`src/dqap_pkg.sv`:
```
// Shared constants, types and helpers for the dotted-quad address parser.
`default_nettype none

package dqap_pkg;

    localparam int CHAR_W = 8;
    localparam int ADDR_W = 32;

    typedef logic [CHAR_W-1:0] char_t;
    typedef logic [ADDR_W-1:0] addr_t;

    // character codes
    localparam char_t CH_NUL   = 8'h00;
    localparam char_t CH_TAB   = 8'h09;
    localparam char_t CH_CR    = 8'h0D;
    localparam char_t CH_SPACE = 8'h20;
    localparam char_t CH_DOT   = 8'h2E;
    localparam char_t CH_ZERO  = 8'h30;
    localparam char_t CH_NINE  = 8'h39;

    // largest part value that fits a single leading byte
    localparam addr_t BYTE_MAX = 32'h0000_00FF;

    // bound on the last part, by number of parts already completed
    function automatic addr_t last_max(input logic [1:0] parts);
        addr_t bound;
        unique case (parts)
            2'd0:    bound = 32'hFFFF_FFFF;
            2'd1:    bound = 32'h00FF_FFFF;
            2'd2:    bound = 32'h0000_FFFF;
            default: bound = 32'h0000_00FF;
        endcase
        return bound;
    endfunction

    // whitespace: space, tab, LF, VT, FF, CR
    function automatic logic is_space(input char_t c);
        return (c == CH_SPACE) || ((c >= CH_TAB) && (c <= CH_CR));
    endfunction

endpackage

`default_nettype wire

```
`src/dqap_if.sv`:
```
// Valid/ready channel interfaces for characters in and parse results out.
`default_nettype none

interface dqap_char_if;
    logic           valid;
    logic           ready;
    dqap_pkg::char_t character;

    modport source (output valid, output character, input ready);
    modport sink   (input valid, input character, output ready);
endinterface

interface dqap_res_if;
    logic            valid;
    logic            ready;
    logic            valid_res;
    dqap_pkg::addr_t address;

    modport source (output valid, output valid_res, output address, input ready);
    modport sink   (input valid, input valid_res, input address, output ready);
endinterface

`default_nettype wire

```
`src/dotted_quad_address_parser_unit.sv`:
```
// Top level: streaming dotted-decimal IPv4 address parser.
`default_nettype none

// Takes one character word per cycle on chars and gives one result word on
// results for every NUL character: valid_res and the 32-bit address, first
// part in the most significant byte (address 0 when invalid). A character is
// held in an input register and the parse state is updated from it; the
// per-character accumulator update (part * 10 + digit, a shift-and-add)
// sets the one-word-per-cycle rate. A result waits in a result register,
// loaded as its NUL is taken, so characters keep flowing; only a NUL
// meeting a full, stalled result register holds the input. Up to four
// decimal parts; all but the last are limited to 255, the last fills the
// remaining bytes. First whitespace ends parsing.
module dotted_quad_address_parser_unit (
    input  wire logic       clk,
    input  wire logic       rst_n,
    dqap_char_if.sink       chars,
    dqap_res_if.source      results
);

    typedef enum logic [1:0] {
        PH_START,
        PH_DIGITS,
        PH_DONE
    } phase_t;

    // input register
    logic             in_vld_reg;
    dqap_pkg::char_t  char_reg;

    // parse state
    phase_t           phase_reg,     phase_next;
    dqap_pkg::addr_t  part_reg,      part_next;
    logic             part_ovf_reg,  part_ovf_next;
    logic [1:0]       parts_reg,     parts_next;
    logic [23:0]      leading_reg,   leading_next;
    logic             failed_reg,    failed_next;

    // result register
    logic             res_vld_reg;
    logic             res_ok_reg,    res_ok_next;
    dqap_pkg::addr_t  res_addr_reg,  res_addr_next;

    logic             is_nul;
    logic             is_digit;
    logic             out_free;
    logic             advance;
    logic [35:0]      acc_wide;
    logic [3:0]       digit;
    logic             last_bad;
    logic             fail_at_nul;
    dqap_pkg::addr_t  joined_addr;

    // handshake
    assign is_nul   = (char_reg == dqap_pkg::CH_NUL);
    assign out_free = !res_vld_reg || results.ready;
    assign advance  = in_vld_reg && (!is_nul || out_free);
    assign chars.ready = !in_vld_reg || advance;

    assign results.valid     = res_vld_reg;
    assign results.valid_res = res_ok_reg;
    assign results.address   = res_addr_reg;

    // accumulator: part * 10 + digit, 36 bits wide to see overflow
    assign is_digit = (char_reg >= dqap_pkg::CH_ZERO) && (char_reg <= dqap_pkg::CH_NINE);
    assign digit    = 4'(char_reg - dqap_pkg::CH_ZERO);
    assign acc_wide = {1'b0, part_reg, 3'b000} + {3'b000, part_reg, 1'b0} + {32'd0, digit};

    // bound check on the last part
    assign last_bad = part_ovf_reg || (part_reg > dqap_pkg::last_max(parts_reg));
    assign fail_at_nul = failed_reg || (phase_reg == PH_START)
                         || ((phase_reg == PH_DIGITS) && last_bad);

    // leading bytes placed above the last part
    always_comb
    begin
        unique case (parts_reg)
            2'd0:    joined_addr = part_reg;
            2'd1:    joined_addr = {leading_reg[7:0], 24'd0} | part_reg;
            2'd2:    joined_addr = {leading_reg[15:0], 16'd0} | part_reg;
            default: joined_addr = {leading_reg, 8'd0} | part_reg;
        endcase
    end

    // next parse state and result
    always_comb
    begin
        phase_next    = phase_reg;
        part_next     = part_reg;
        part_ovf_next = part_ovf_reg;
        parts_next    = parts_reg;
        leading_next  = leading_reg;
        failed_next   = failed_reg;
        res_ok_next   = !fail_at_nul;
        res_addr_next = fail_at_nul ? '0 : joined_addr;

        if (is_nul)
        begin
            phase_next    = PH_START;
            part_next     = '0;
            part_ovf_next = 1'b0;
            parts_next    = '0;
            leading_next  = '0;
            failed_next   = 1'b0;
        end
        else if (failed_reg || (phase_reg == PH_DONE))
        begin
            // ignore until NUL
        end
        else if (is_digit)
        begin
            part_next     = acc_wide[31:0];
            part_ovf_next = part_ovf_reg || (acc_wide[35:32] != 4'd0);
            phase_next    = PH_DIGITS;
        end
        else if (phase_reg == PH_START)
        begin
            failed_next = 1'b1;
        end
        else if (char_reg == dqap_pkg::CH_DOT)
        begin
            if ((parts_reg == 2'd3) || part_ovf_reg || (part_reg > dqap_pkg::BYTE_MAX))
            begin
                failed_next = 1'b1;
            end
            else
            begin
                leading_next  = {leading_reg[15:0], part_reg[7:0]};
                parts_next    = parts_reg + 2'd1;
                part_next     = '0;
                part_ovf_next = 1'b0;
                phase_next    = PH_START;
            end
        end
        else if (dqap_pkg::is_space(char_reg))
        begin
            failed_next = last_bad;
            phase_next  = PH_DONE;
        end
        else
        begin
            failed_next = 1'b1;
        end
    end

    // state, input and result registers
    always_ff @(posedge clk or negedge rst_n)
    begin
        if (!rst_n)
        begin
            in_vld_reg   <= 1'b0;
            res_vld_reg  <= 1'b0;
            phase_reg    <= PH_START;
            part_reg     <= '0;
            part_ovf_reg <= 1'b0;
            parts_reg    <= '0;
            leading_reg  <= '0;
            failed_reg   <= 1'b0;
        end
        else
        begin
            if (chars.ready)
            begin
                in_vld_reg <= chars.valid;
            end

            if (advance)
            begin
                phase_reg    <= phase_next;
                part_reg     <= part_next;
                part_ovf_reg <= part_ovf_next;
                parts_reg    <= parts_next;
                leading_reg  <= leading_next;
                failed_reg   <= failed_next;
            end

            if (advance && is_nul)
            begin
                res_vld_reg <= 1'b1;
            end
            else if (results.ready)
            begin
                res_vld_reg <= 1'b0;
            end
        end
    end

    // payload registers
    always_ff @(posedge clk)
    begin
        if (chars.ready && chars.valid)
        begin
            char_reg <= chars.character;
        end
        if (advance && is_nul)
        begin
            res_ok_reg   <= res_ok_next;
            res_addr_reg <= res_addr_next;
        end
    end

endmodule

`default_nettype wire

```
`src/flat_wrapper.sv`:
```
// flat-port wrapper written by rule: the top's interface ports become plain ports
module dotted_quad_address_parser_unit_flat 
  (clk, rst_n, chars_valid, chars_character, chars_ready, results_valid, results_valid_res, results_address, results_ready);
  dqap_char_if chars_i ();
  dqap_res_if results_i ();
  input  wire logic clk;
  input  wire logic rst_n;
  input wire logic [$bits(chars_i.valid)-1:0] chars_valid;
  input wire logic [$bits(chars_i.character)-1:0] chars_character;
  output wire logic [$bits(chars_i.ready)-1:0] chars_ready;
  output wire logic [$bits(results_i.valid)-1:0] results_valid;
  output wire logic [$bits(results_i.valid_res)-1:0] results_valid_res;
  output wire logic [$bits(results_i.address)-1:0] results_address;
  input wire logic [$bits(results_i.ready)-1:0] results_ready;
  assign chars_i.valid = chars_valid;
  assign chars_i.character = chars_character;
  assign chars_ready = chars_i.ready;
  assign results_valid = results_i.valid;
  assign results_valid_res = results_i.valid_res;
  assign results_address = results_i.address;
  assign results_i.ready = results_ready;
  dotted_quad_address_parser_unit u_core (.clk(clk), .rst_n(rst_n), .chars(chars_i), .results(results_i));
endmodule
```
`config.mk`:
```
export PLATFORM = sky130hd
export DESIGN_NAME = dotted_quad_address_parser_unit_flat
export DESIGN_NICKNAME = d
export VERILOG_FILES = /design/src/dqap_pkg.sv /design/src/dqap_if.sv /design/src/dotted_quad_address_parser_unit.sv /design/src/flat_wrapper.sv
export SDC_FILE = /design/constraint.sdc
export NUM_CORES = 1
export LEC_CHECK = 0
export ABC_AREA = 0
export BUFFER_PORTS_ARGS = -buffer_cell sky130_fd_sc_hd__buf_4
export CAP_MARGIN = 20
export CORE_UTILIZATION = 35
export CTS_BUF_LIST = sky130_fd_sc_hd__clkbuf_16
export DETAILED_ROUTE_END_ITERATION = 7
export GPL_ROUTABILITY_DRIVEN = 0
export GPL_TIMING_DRIVEN = 0
export PLACE_DENSITY = 0.49
export SLEW_MARGIN = 20
export SYNTH_ARGS = -nofsm -noshare
export SYNTH_HDL_FRONTEND = slang
export SYNTH_SLANG_ARGS = --single-unit
```
`constraint.sdc`:
```
create_clock -name clk -period 5.8 [get_ports clk]
set_input_delay 0.29 -clock clk [delete_from_list [all_inputs] [get_ports clk]]
set_output_delay 0.29 -clock clk [all_outputs]
set_load 0.02 [all_outputs]
```
-- Yosys cells after proc, flatten, opt, wreduce, memory -nomap -nowiden
Index checks and enable logic that the tools add are counted.
- magnitude comparators: 6
- eq/ne operators: 15
- multiplexer cells: 42
- add/sub/neg operators: 4
- bitwise gates (word level): 3
- reductions and logical operators: 33
- operator list (kind ; count):
    32-bit two-way mux ; 6
    32-bit case mux with 3 select lines ; 2
    24-bit two-way mux ; 6
    32-bit OR ; 3
    35-bit by 33-bit adder with 36-bit output ; 1
    36-bit by 4-bit adder with 36-bit output ; 1
    32-bit greater-than comparator ; 1
    32-bit by 8-bit greater-than comparator with 1-bit output, second input constant ; 1
    2-bit two-way mux ; 13
    8-bit by 6-bit == test with 1-bit output, second input constant ; 2
    1-bit two-way mux ; 15
    1-bit logical OR ; 11
    5-bit AND reduction ; 2
    8-bit by 4-bit greater-or-equal comparator with 1-bit output, second input constant ; 1
    8-bit by 6-bit greater-or-equal comparator with 1-bit output, second input constant ; 1
    8-bit by 4-bit less-or-equal comparator with 1-bit output, second input constant ; 1
    8-bit by 6-bit less-or-equal comparator with 1-bit output, second input constant ; 1
    8-bit zero test ; 1
    2-bit by 1-bit != test with 1-bit output, second input constant ; 4
    4-bit by 2-bit != test with 1-bit output, second input constant ; 2
    4-bit nonzero test ; 2
    2-bit == test, second input constant ; 3
    1-bit logical AND ; 6
    3-bit by 1-bit != test with 1-bit output, second input constant ; 2
    other kinds (9) ; 15
- word-level logic and storage cells: 114
- output and inout bits: 35
- register bits: 105
- input bits: 12

-- Longest topological paths before layout
Gate-level depths: netlist (run 1).
- word-level depth: 10
- depth in mapped cells: 14
- depth with buffers taken out: 12

-- Least setup slack after synthesis (run 1)
Ideal clock, no wire load.
- kind: register to register
- start: reg u_core.parts_reg[1]
- end: reg u_core.res_addr_reg[19] (netlist: u_core.results.address[19]) (data pin)
- buffers on the path: 3
- library setup time: 167 ps
- stages on the path, launching flop included: 15
- data required time: 5633 ps
- clock period less this slack: 3410 ps
- path slack: 2390 ps
- data arrival time: 3243 ps
- path through: dfrtp_1 > ha_1 > clkbuf_1 > clkbuf_1 > o21bai_1 > ha_1 > a21o_1 > a21o_1 > a21oi_1 > o211ai_1 > a211o_1 > a211oi_1 > o21bai_1 > clkbuf_1 > a211oi_1
- word-level cells in the longest chain between the ends: 6
- elaborated cells between the ends (all ways): 9
- classes of those cells: order compare: 1; eq/ne: 2; mux: 2; reduce/logical: 4
- ends and longest elaborated chain (what ; line ; source):
    start, declared ; dotted_quad_address_parser_unit.sv:35 ; logic [1:0] parts_reg, parts_next;
    start signal, assigned ; dotted_quad_address_parser_unit.sv:172 ; parts_reg <= parts_next;
    2-bit == test (tied with other cells) ; dqap_pkg.sv:27, dotted_quad_address_parser_unit.sv:77 ;
    32-bit case mux with 3 select lines ; dqap_pkg.sv:27 ; unique case (parts)
    32-bit greater-than comparator ; dotted_quad_address_parser_unit.sv:70 ; assign last_bad = part_ovf_reg || (part_reg > dqap_pkg::last_max(parts_reg));
    1-bit logical OR ; dotted_quad_address_parser_unit.sv:70 ;
    1-bit logical AND ; dotted_quad_address_parser_unit.sv:72 ; || ((phase_reg == PH_DIGITS) && last_bad);
    1-bit logical OR ; dotted_quad_address_parser_unit.sv:72 ;
    end signal, assigned ; dotted_quad_address_parser_unit.sv:198 ; res_addr_reg <= res_addr_next;
    end, declared ; dotted_quad_address_parser_unit.sv:42 ; dqap_pkg::addr_t res_addr_reg, res_addr_next;
Several ways; a longest one is shown, not always the timed one.
A chain may end at the register's enable or synchronous reset.

-- Final worst setup path (run 1)
- start: reg u_core.parts_reg[1]
- end: reg u_core.res_addr_reg[22] (netlist: u_core.results.address[22]) (data pin)
Same word-level chain as after synthesis.

==> results of run 1 <==
==> path summary, 6_finish.rpt <==
| check | startpoint | to | slack, ns | cells after the start |
|---|---|---|---|---|
| worst max-delay path | u_core.parts_reg[1]$_DFFE_PN0P_ | u_core.results.address[22]$_SDFFCE_PN0P_ | 1.50 | 14 |
| worst min-delay path | rst_n | u_core.leading_reg[20]$_DFFE_PN0P_ | 0.03 | 1 |
| worst max register to register | u_core.parts_reg[1]$_DFFE_PN0P_ | u_core.results.address[22]$_SDFFCE_PN0P_ | 1.50 | 14 |
| worst min register to register | u_core.phase_reg[0]$_DFFE_PN0P_ | u_core.phase_reg[0]$_DFFE_PN0P_ | 0.51 | 1 |
| max in group asynchronous | rst_n | u_core.part_reg[17]$_DFFE_PN0P_ | 5.20 | 1 |
| min in group clk | chars_character[3] | u_core.char_reg[3]$_DFFE_PP_ | 0.11 | 1 |
==> kinds of logic after synthesis <==
kind of cell               count (synthesis)  synth area share [%]
adders and majority gates                 94                  16.8
AOI/OAI and AO/OA                        236                  23.0
buffers and inverters                     58                  3.34
DFF                                      105                  40.0
and+or+nand+nor                          185                  12.8
xor gates and xnor gates                  26                  3.21
muxes                                      5                 0.812
==> per-stage QoR <==
stage               cell area, um2  std cells
finish                        8070       1037
global route                  8070       1037
CTS                           8070       1037
detailed placement            7790       1021
global placement              7770       1020
floorplan                     7090        709
==> critical path: cells and delay by family, from the launching register on <==
family          cells  cell delay, ns
flops               1            0.44
compound gates      9            1.91
buf+inv             3            1.00
fa+ha+maj           2            0.75
==> per-layer routing <==
layer  share of wire [%]  vias up  track usage (%)
met1                  49     2772             26.1
met3                 2.2       27             1.79
met2                  47      107             31.5
met4                 2.1        0             5.98
met5                   0        -                0
li1                    -     2822                -
==> cell type report <==
class	count	area [um2]	area share, %
multi-input combinational	546	4030	49.9
sequential	105	2830	35.1
timing repair buffer	47	365	4.53
tap	265	332	4.11
clock buffer	9	225	2.79
buffer	32	139	1.72
inverter	26	97.6	1.21
clock inverter	7	55.1	0.682
==> cell usage in the layout (no fill, tap or decap), types with 6 or more instances in the layout <==
master,instances
ha_1,92
dfrtp_1,64
nand2_1,52
nor2_1,52
o21ai_0,49
buf_4,48
a21oi_1,46
edfxtp_1,41
a22o_1,32
inv_1,27
clkbuf_1,26
a21o_1,26
xnor2_1,16
a221oi_1,15
nand3_1,14
a211oi_1,14
xor2_1,10
clkbuf_16,9
nand4_1,8
a22oi_1,8
nor3_1,8
nor2b_1,7
nand2b_1,7
o31ai_1,6
nor3b_1,6
==> power by group through the flow <==
stage | Combinational [W] | Clock (W) | Sequential [W]
2_1_floorplan | 0.0000205 | 0 | 0.000797
3_3_place_gp | 0.0000417 | 0 | 0.000798
3_5_place_dp | 0.0000427 | 0 | 0.000798
4_1_cts | 0.0000429 | 0.000596 | 0.000783
5_1_grt | 0.0000469 | 0.000623 | 0.000784
6_report | 0.0000417 | 0.000586 | 0.000783
==> results.toml, run 1 <==
[setup_path]
required_ns = 5.96
cp-end-kind = "register"
cp_max_fo = 10
critPathLaunchType = "register"
slowest_delay_ns = 0.44
cp.arrival_ns = 4.46
crit_top_cell = "clkbuf_1"
cp_cell_sequence = "ha_1, clkbuf_1, clkbuf_1, o21bai_1, ha_1, a21o_1, a21o_1, a21oi_1, o211ai_1, a211o_1, a211oi_1, o21bai_1, clkbuf_1, a211oi_1"
crit_slowest_cell = "dfrtp_1"
crit_type = "reg -> reg"

[finish]
post-route-util_pct = 41.1
diodes = 0
n_fill_cell = 1962
syn2layout_area_growth_pct = 13.9
fin_nets = 873
layout-drive-gt1-share_pct = 10.5

[synthesis]
ys_ff_latch = 105
syn_nets = 815
mappedNetlistArea_mm2 = 0.00709
yosysSeqAreaShare_pct = 40.0
synth.largest_area_cell = "dfrtp_1"
avgSynthCellArea_um2 = 10.0
synth_area_leaders = "dfrtp_1 (23%), edfxtp_1 (17%), ha_1 (16%)"
async_flop_share_pct = 61.0
synth_common_cells = "ha_1 (92), dfrtp_1 (64), nor2_1 (53), nand2_1 (52), o21ai_0 (49)"
yosysMostFrequentCell = "ha_1"
synth-warning-count = 0
syn_inst = 709
yosysUniqueCellTypes = 62
synthDominantCellAreaShare_pct = 22.6
synth_edf_count = 41
synth_flop_cell = "dfrtp_1"

[clock_network]
clockRootBuffer = "clkbuf_16"
ctsHoldBuffers = 0
cts_tree = "done"
clkTransAtPathRegs_ns = 0.07
cts.repair.resized = 0
h-tree-depth = 3
cts_made_buffers = 9
cts_buffer_depth = 2
postCtsSetupBuffers = 0
clock_sinks = 105
clk_latency_ns = 0.35

[placed_design]
hpwlAfterDp_um = 14800
place_ws_ns = 1.51
place.port_buffers = 46

[timing]
finalWorstSetupSlack_ns = 1.50
setup_tns_ns = 0
relSlewSlack_pct = 43.4
whs_ns = 0.0348
fmax_mhz = 233
rsz0062_at_grt = "false"
period_minus_slack_ns = 4.30
drv_slew = 0
worst_pin_slew_ns = 0.848
setup_viol = 0
fin_skew_ns = 0.00918
fin_crit_sh_pct = 74.1
hold_viol_final = 0

[grt]
grt_overflow = 0
grt_pass1_vias = 5652
grt_max_degree = 65
track_usage_pct = 19.0
grt_pass1_wl_um = 30300
antenna_found_initial = 0

[power_and_ir_drop]
powerDensity_mw_per_mm2 = 175
finalPower_w = 0.00141
p_comb_share_pct = 3.0
vdd_ir_drop_max_v = 0.000137
p_int_w = 0.00109
seq_power_share_pct = 55.5
clkPwrFrac_pct = 41.5
p_leak_nw = 3.69
p_sw_share_pct = 22.9
p_sw_w = 0.000323

[floorplan]
die_h_um = 144
rows = 51
start_util_pct = 36.1
die-area_mm2 = 0.0208
dieWidth_um = 144
coreArea_mm2 = 0.0197
io_pins = 47

[detailed_routing]
routedWlPerCell_um = 18.4
routed_wl_um = 19100
dr.pass1.iters = 6
drc = 0
drtIter0Drc = 251
antenna_left = 0
vias = 5728
via_per_inst = 5.52

[outcome]
status = "completed"

[job]
max_cap_violations = 0

[worst_hold_path]
hp-class = "in -> async"
Note: power is estimated with default switching activity, not from simulation.
==> run 2: changes to the inputs <==
PLACE_DENSITY = 0.51   (was 0.49)
clock period = 3.65 ns   (was 5.8 ns; I/O delays follow)
==> run 2 against run 1 <==
Core utilization is 0.76 points higher. Worst hold slack worse by 0.010 ns. Register-to-register slack worse by 1.3 ns. Critical path type unchanged.
==> results.toml, run 2 (synthesized netlist as in run 1, its figures left out) <==
[clock_network]
cts_tree = "done"
cts_buffer_depth = 2
clock_sinks = 105
clkTransAtPathRegs_ns = 0.08
h-tree-depth = 3
cts_made_buffers = 9
clk_latency_ns = 0.35
clockRootBuffer = "clkbuf_16"

[setup_path]
cp_max_fo = 15
crit_slowest_cell = "dfrtp_1"
cp_num_buf_inv = 2
cp.arrival_ns = 3.59
critPathLaunchType = "register"
cp-end-kind = "register"
cp_cell_sequence = "ha_4, clkbuf_2, o21bai_4, ha_1, a21o_1, a21o_1, a21oi_1, o211ai_1, a211o_1, a211oi_2, o21bai_2, clkbuf_2, a211oi_1"
required_ns = 3.80
slowest_delay_ns = 0.48
crit_type = "reg -> reg"
path_delay_family = "compound AO/OA/AOI/OAI gates"

[timing]
fin_skew_ns = 0.0132
hold_viol_final = 0
drv_slew = 0
setup_tns_ns = 0
fmax_mhz = 291
setup_viol = 0
period_minus_slack_ns = 3.44
whs_ns = 0.0244
worst_pin_slew_ns = 0.841
relSlewSlack_pct = 43.9
finalWorstSetupSlack_ns = 0.212
fin_crit_sh_pct = 94.2

[outcome]
status = "completed"

[grt]
grt_overflow = 0
grt_max_degree = 65
track_usage_pct = 19.3
grt_pass1_wl_um = 31100
grt_pass1_vias = 5813
antenna_found_initial = 0

[placed_design]
place_ws_ns = -0.632
hpwlAfterDp_um = 14600
place.port_buffers = 46

[detailed_routing]
routed_wl_um = 19100
antenna_left = 0
via_per_inst = 5.53
routedWlPerCell_um = 18.3
drtIter0Drc = 254
drc = 0
dr.pass1.iters = 4
vias = 5780

[finish]
layout_common_cells = "ha_1 (90), dfrtp_1 (63), nand2_1 (52), nor2_1 (52), buf_4 (49)"
layout-drive-gt1-share_pct = 12.2
fin_nets = 881
syn2layout_area_growth_pct = 16.0
final_common_cell = "ha_1"
n_fill_cell = 1963
diodes = 0

[worst_hold_path]
hp-class = "in -> reg"

[floorplan]
rows = 51
dieWidth_um = 144
io_pins = 47
die-area_mm2 = 0.0208
coreArea_mm2 = 0.0197
die_h_um = 144
start_util_pct = 36.1

[job]
max_cap_violations = 0

[power_and_ir_drop]
powerDensity_mw_per_mm2 = 271
vdd_ir_drop_max_v = 0.000204
p_leak_nw = 3.72
## run 2: cell types whose count changed in the layout (fill, tap and decap cells not counted), sizes merged
| cell | delta |
|---|---|
| dlygate4sd3 | +9 |
| buf | +1 |
| clkbuf | -2 |
| clkinvlp | +3 |
| clkinv | -1 |
| inv | -2 |
## run 2: through the flow
step           instance area (um2)  instances  util (%)  power, W
2_1_floorplan                 7090        709         -   0.00130
3_3_place_gp                  7770       1020      39.5   0.00133
3_5_place_dp                  7790       1021      39.7   0.00134
4_1_cts                       8130       1039      41.4   0.00224
5_1_grt                       8220       1045      41.8   0.00231
6_report                      8220       1045      41.8   0.00223
## run 2: metal layers
layer  GRT usage (%)  up-vias  wire, um
met4            7.65        0       518
met2            31.7       93      8930
met1            26.1     2833      9290
met3            2.02       29       416
met5               0        -         0
li1                -     2825         -
## run 2: path summary, 6_finish.rpt
path                                                    start                                  endpoint  slack [ns]  depth (start not counted)
max                           u_core.parts_reg[1]$_DFFE_PN0P_  u_core.results.address[19]$_SDFFCE_PN0P_        0.21                         13
min                                               chars_valid             u_core.in_vld_reg$_DFFE_PN0N_        0.02                          2
min reg2reg                u_core.leading_reg[22]$_DFFE_PN0P_        u_core.leading_reg[22]$_DFFE_PN0P_        0.51                          1
min in group asynchronous                               rst_n        u_core.leading_reg[12]$_DFFE_PN0P_        0.48                          2
max reg2reg                   u_core.parts_reg[1]$_DFFE_PN0P_  u_core.results.address[19]$_SDFFCE_PN0P_        0.21                         13
max in group asynchronous                               rst_n            u_core.part_reg[2]$_DFFE_PN0P_        2.57                          2
## run 2: area by class of cell
type / count / area [um2] / share of cell area, %
Clock buffer: 9 / 225 / 2.74
Inverter: 26 / 97.6 / 1.19
Buffer: 30 / 134 / 1.63
Sequential cell: 105 / 2830 / 34.5
Timing Repair Buffer: 57 / 463 / 5.63
Multi-Input combinational cell: 546 / 4090 / 49.7
Clock inverter: 7 / 48.8 / 0.593
Tap cell: 265 / 332 / 4.03
## run 2: where the power goes
group | internal, W | switching, W | leakage, nW
registers | 0.00123 | 0.0000123 | 1.20
logic | 0.0000316 | 0.0000434 | 2.39
clock network | 0.000463 | 0.000448 | 0.129
total | 0.00173 | 0.000504 | 3.72
## run 2: what timing repair did
| action | 4_1_cts | 5_1_grt |
|---|---|---|
| pin swaps | 1 | 1 |
| hold buffers | 3 | 6 |
| endpoints found under the setup margin | 36 | 37 |
| endpoints found under the hold margin | 66 | 6 |
| buffers inserted | 1 | 0 |
| resized for setup | 7 | 12 |
## run 2: worst register-to-register path, stage by stage, from the launching register on
cell	delay, ns
dfrtp_1	0.48
ha_4	0.29
clkbuf_2	0.27
o21bai_4	0.21
ha_1	0.29
a21o_1	0.16
a21o_1	0.17
a21oi_1	0.14
o211ai_1	0.10
a211o_1	0.28
a211oi_2	0.23
o21bai_2	0.16
clkbuf_2	0.23
a211oi_1	0.25
==> run 3: changes to the inputs <==
CORE_UTILIZATION = 56   (was 35)
PLACE_DENSITY = 0.76   (was 0.51)
==> run 3 against run 2 <==
Sequential share of layout area up 0.72 points. Core utilization up 24 points. Maximum frequency down 0.42%. Register-to-register slack about the same. Critical path type unchanged. Critical endpoint is now u_core.part_ovf_reg$_DFFE_PN0P_.
==> results.toml, run 3 (synthesized netlist as in run 1, its figures left out) <==
[timing]
setup_tns_ns = 0
worst_pin_slew_ns = 0.826
fin_skew_ns = 0.00976
setup_viol = 0
fin_crit_sh_pct = 94.6
whs_ns = 0.00174
relSlewSlack_pct = 44.9
drv_slew = 0
hold_viol_final = 0
period_minus_slack_ns = 3.45
fmax_mhz = 290

[detailed_routing]
drc = 0
drtIter0Drc = 525
via_per_inst = 6.39
routed_wl_um = 18300
antenna_left = 0
dr.pass1.iters = 5
vias = 6035
routedWlPerCell_um = 19.3

[grt]
track_usage_pct = 28.8
grt_max_degree = 65
grt_pass1_vias = 5785
grt_overflow = 0
antenna_found_initial = 0
grt_pass1_wl_um = 29200

[clock_network]
clkTransAtPathRegs_ns = 0.07
clockRootBuffer = "clkbuf_16"
clk_latency_ns = 0.35
clock_sinks = 105
cts_tree = "done"
h-tree-depth = 3
cts_buffer_depth = 2
cts_made_buffers = 9

[floorplan]
dieWidth_um = 115
io_pins = 47
die-area_mm2 = 0.0131
rows = 40
start_util_pct = 58.3
die_h_um = 115
coreArea_mm2 = 0.0122

[job]
max_cap_violations = 0

[placed_design]
place.port_buffers = 46
dpl_cell_area_mm2 = 0.00767
place_inst = 924
hpwlAfterDp_um = 13700

[setup_path]
crit_type = "reg -> reg"
ff2ff_path_depth = 11
r2r_setup_slack_ns = 0.20
cp_max_fo = 5
rr_endpoint = "u_core.part_ovf_reg$_DFFE_PN0P_"
required_ns = 3.92
r2r_start = "u_core.part_reg[0]$_DFFE_PN0P_"
critPathLaunchType = "register"
cp.arrival_ns = 3.72
cp-end-kind = "register"

[finish]
final_common_cell = "ha_1"
diodes = 0
syn2layout_area_growth_pct = 13.7
layout_common_cells = "ha_1 (90), dfrtp_1 (62), nand2_1 (52), nor2_1 (52), buf_4 (52)"
final_cells = 945
layout-drive-gt1-share_pct = 12.5
stdcell_area_mm2 = 0.00806
fin_nets = 878
post-route-util_pct = 66.3

[worst_hold_path]
min_from = "chars_character[0]"
hp-class = "in -> reg"
hold_path_depth = 1
holdPathEnd = "u_core.char_reg[0]$_DFFE_PP_"

[outcome]
status = "completed"

[power_and_ir_drop]
p_leak_nw = 3.71
powerDensity_mw_per_mm2 = 275
vdd_ir_drop_max_v = 0.000189
-- run 3: power by group --
part	total, W	leakage [nW]	internal [W]	switching [W]
logic	0.0000736	2.38	0.0000292	0.0000444
clock network	0.000900	0.131	0.000462	0.000439
registers	0.00124	1.20	0.00123	0.0000114
-- run 3: critical path: stages, from the launching register on --
cell and delay (ns):
dfrtp_1 0.42, inv_1 0.10, fa_1 0.56, fa_1 0.48, nand2b_1 0.18, a21oi_1 0.21, o21ai_1 0.19, o21ai_2 0.27
a41o_2 0.34, a41oi_1 0.15, mux2_2 0.30, a31oi_1 0.16
-- run 3: cell type report --
cell class / count / area [um2]
Multi-Input combinational cell: 546 / 4080
Sequential cell: 105 / 2840
Fill cell: 972 / 4100
Inverter: 26 / 97.6
Clock buffer: 9 / 225
Buffer: 29 / 130
Timing Repair Buffer: 55 / 435
Tap cell: 168 / 210
Clock inverter: 7 / 45.0
-- run 3: worst max path at each step --
stage                                    start                                  endpoint  slack (ns)  cells after the start
3_3_place_gp   u_core.parts_reg[1]$_DFFE_PN0P_  u_core.results.address[19]$_SDFFCE_PN0P_       -0.41                     14
2_1_floorplan  u_core.parts_reg[1]$_DFFE_PN0P_  u_core.results.address[19]$_SDFFCE_PN0P_        0.24                     14
3_5_place_dp   u_core.parts_reg[1]$_DFFE_PN0P_  u_core.results.address[19]$_SDFFCE_PN0P_       -0.48                     14
4_1_cts         u_core.part_reg[2]$_DFFE_PN0P_           u_core.part_ovf_reg$_DFFE_PN0P_        0.05                     11
6_report        u_core.part_reg[0]$_DFFE_PN0P_           u_core.part_ovf_reg$_DFFE_PN0P_        0.20                     11
5_1_grt         u_core.part_reg[0]$_DFFE_PN0P_           u_core.part_ovf_reg$_DFFE_PN0P_       -0.01                     11
-- run 3: repair_timing --
item | in CTS | in global routing
gates cloned | 0 | 0
hold buffers | 4 | 0
pin swaps | 0 | 2
setup buffers | 0 | 4
setup endpoints to repair | 34 | 32
hold endpoints to repair | 67 | 0
gates resized for setup | 10 | 10
-- run 3: per-layer routing --
layer	vias up	global-route usage, %	part of all wire [%]
met5	-	0	0
met4	0	15.2	3.3
met3	46	2.59	6.2
met2	259	46.4	48
met1	2911	38.8	43
li1	2819	-	-
-- run 3: per-stage QoR --
| step | worst slack (ns) | total power, W |
|---|---|---|
| 2_1_floorplan | 0.240 | 0.00130 |
| 3_3_place_gp | -0.408 | 0.00133 |
| 6_report | 0.197 | 0.00222 |
| 5_1_grt | -0.0118 | 0.00227 |
| 4_1_cts | 0.0499 | 0.00222 |
| 3_5_place_dp | -0.479 | 0.00134 |
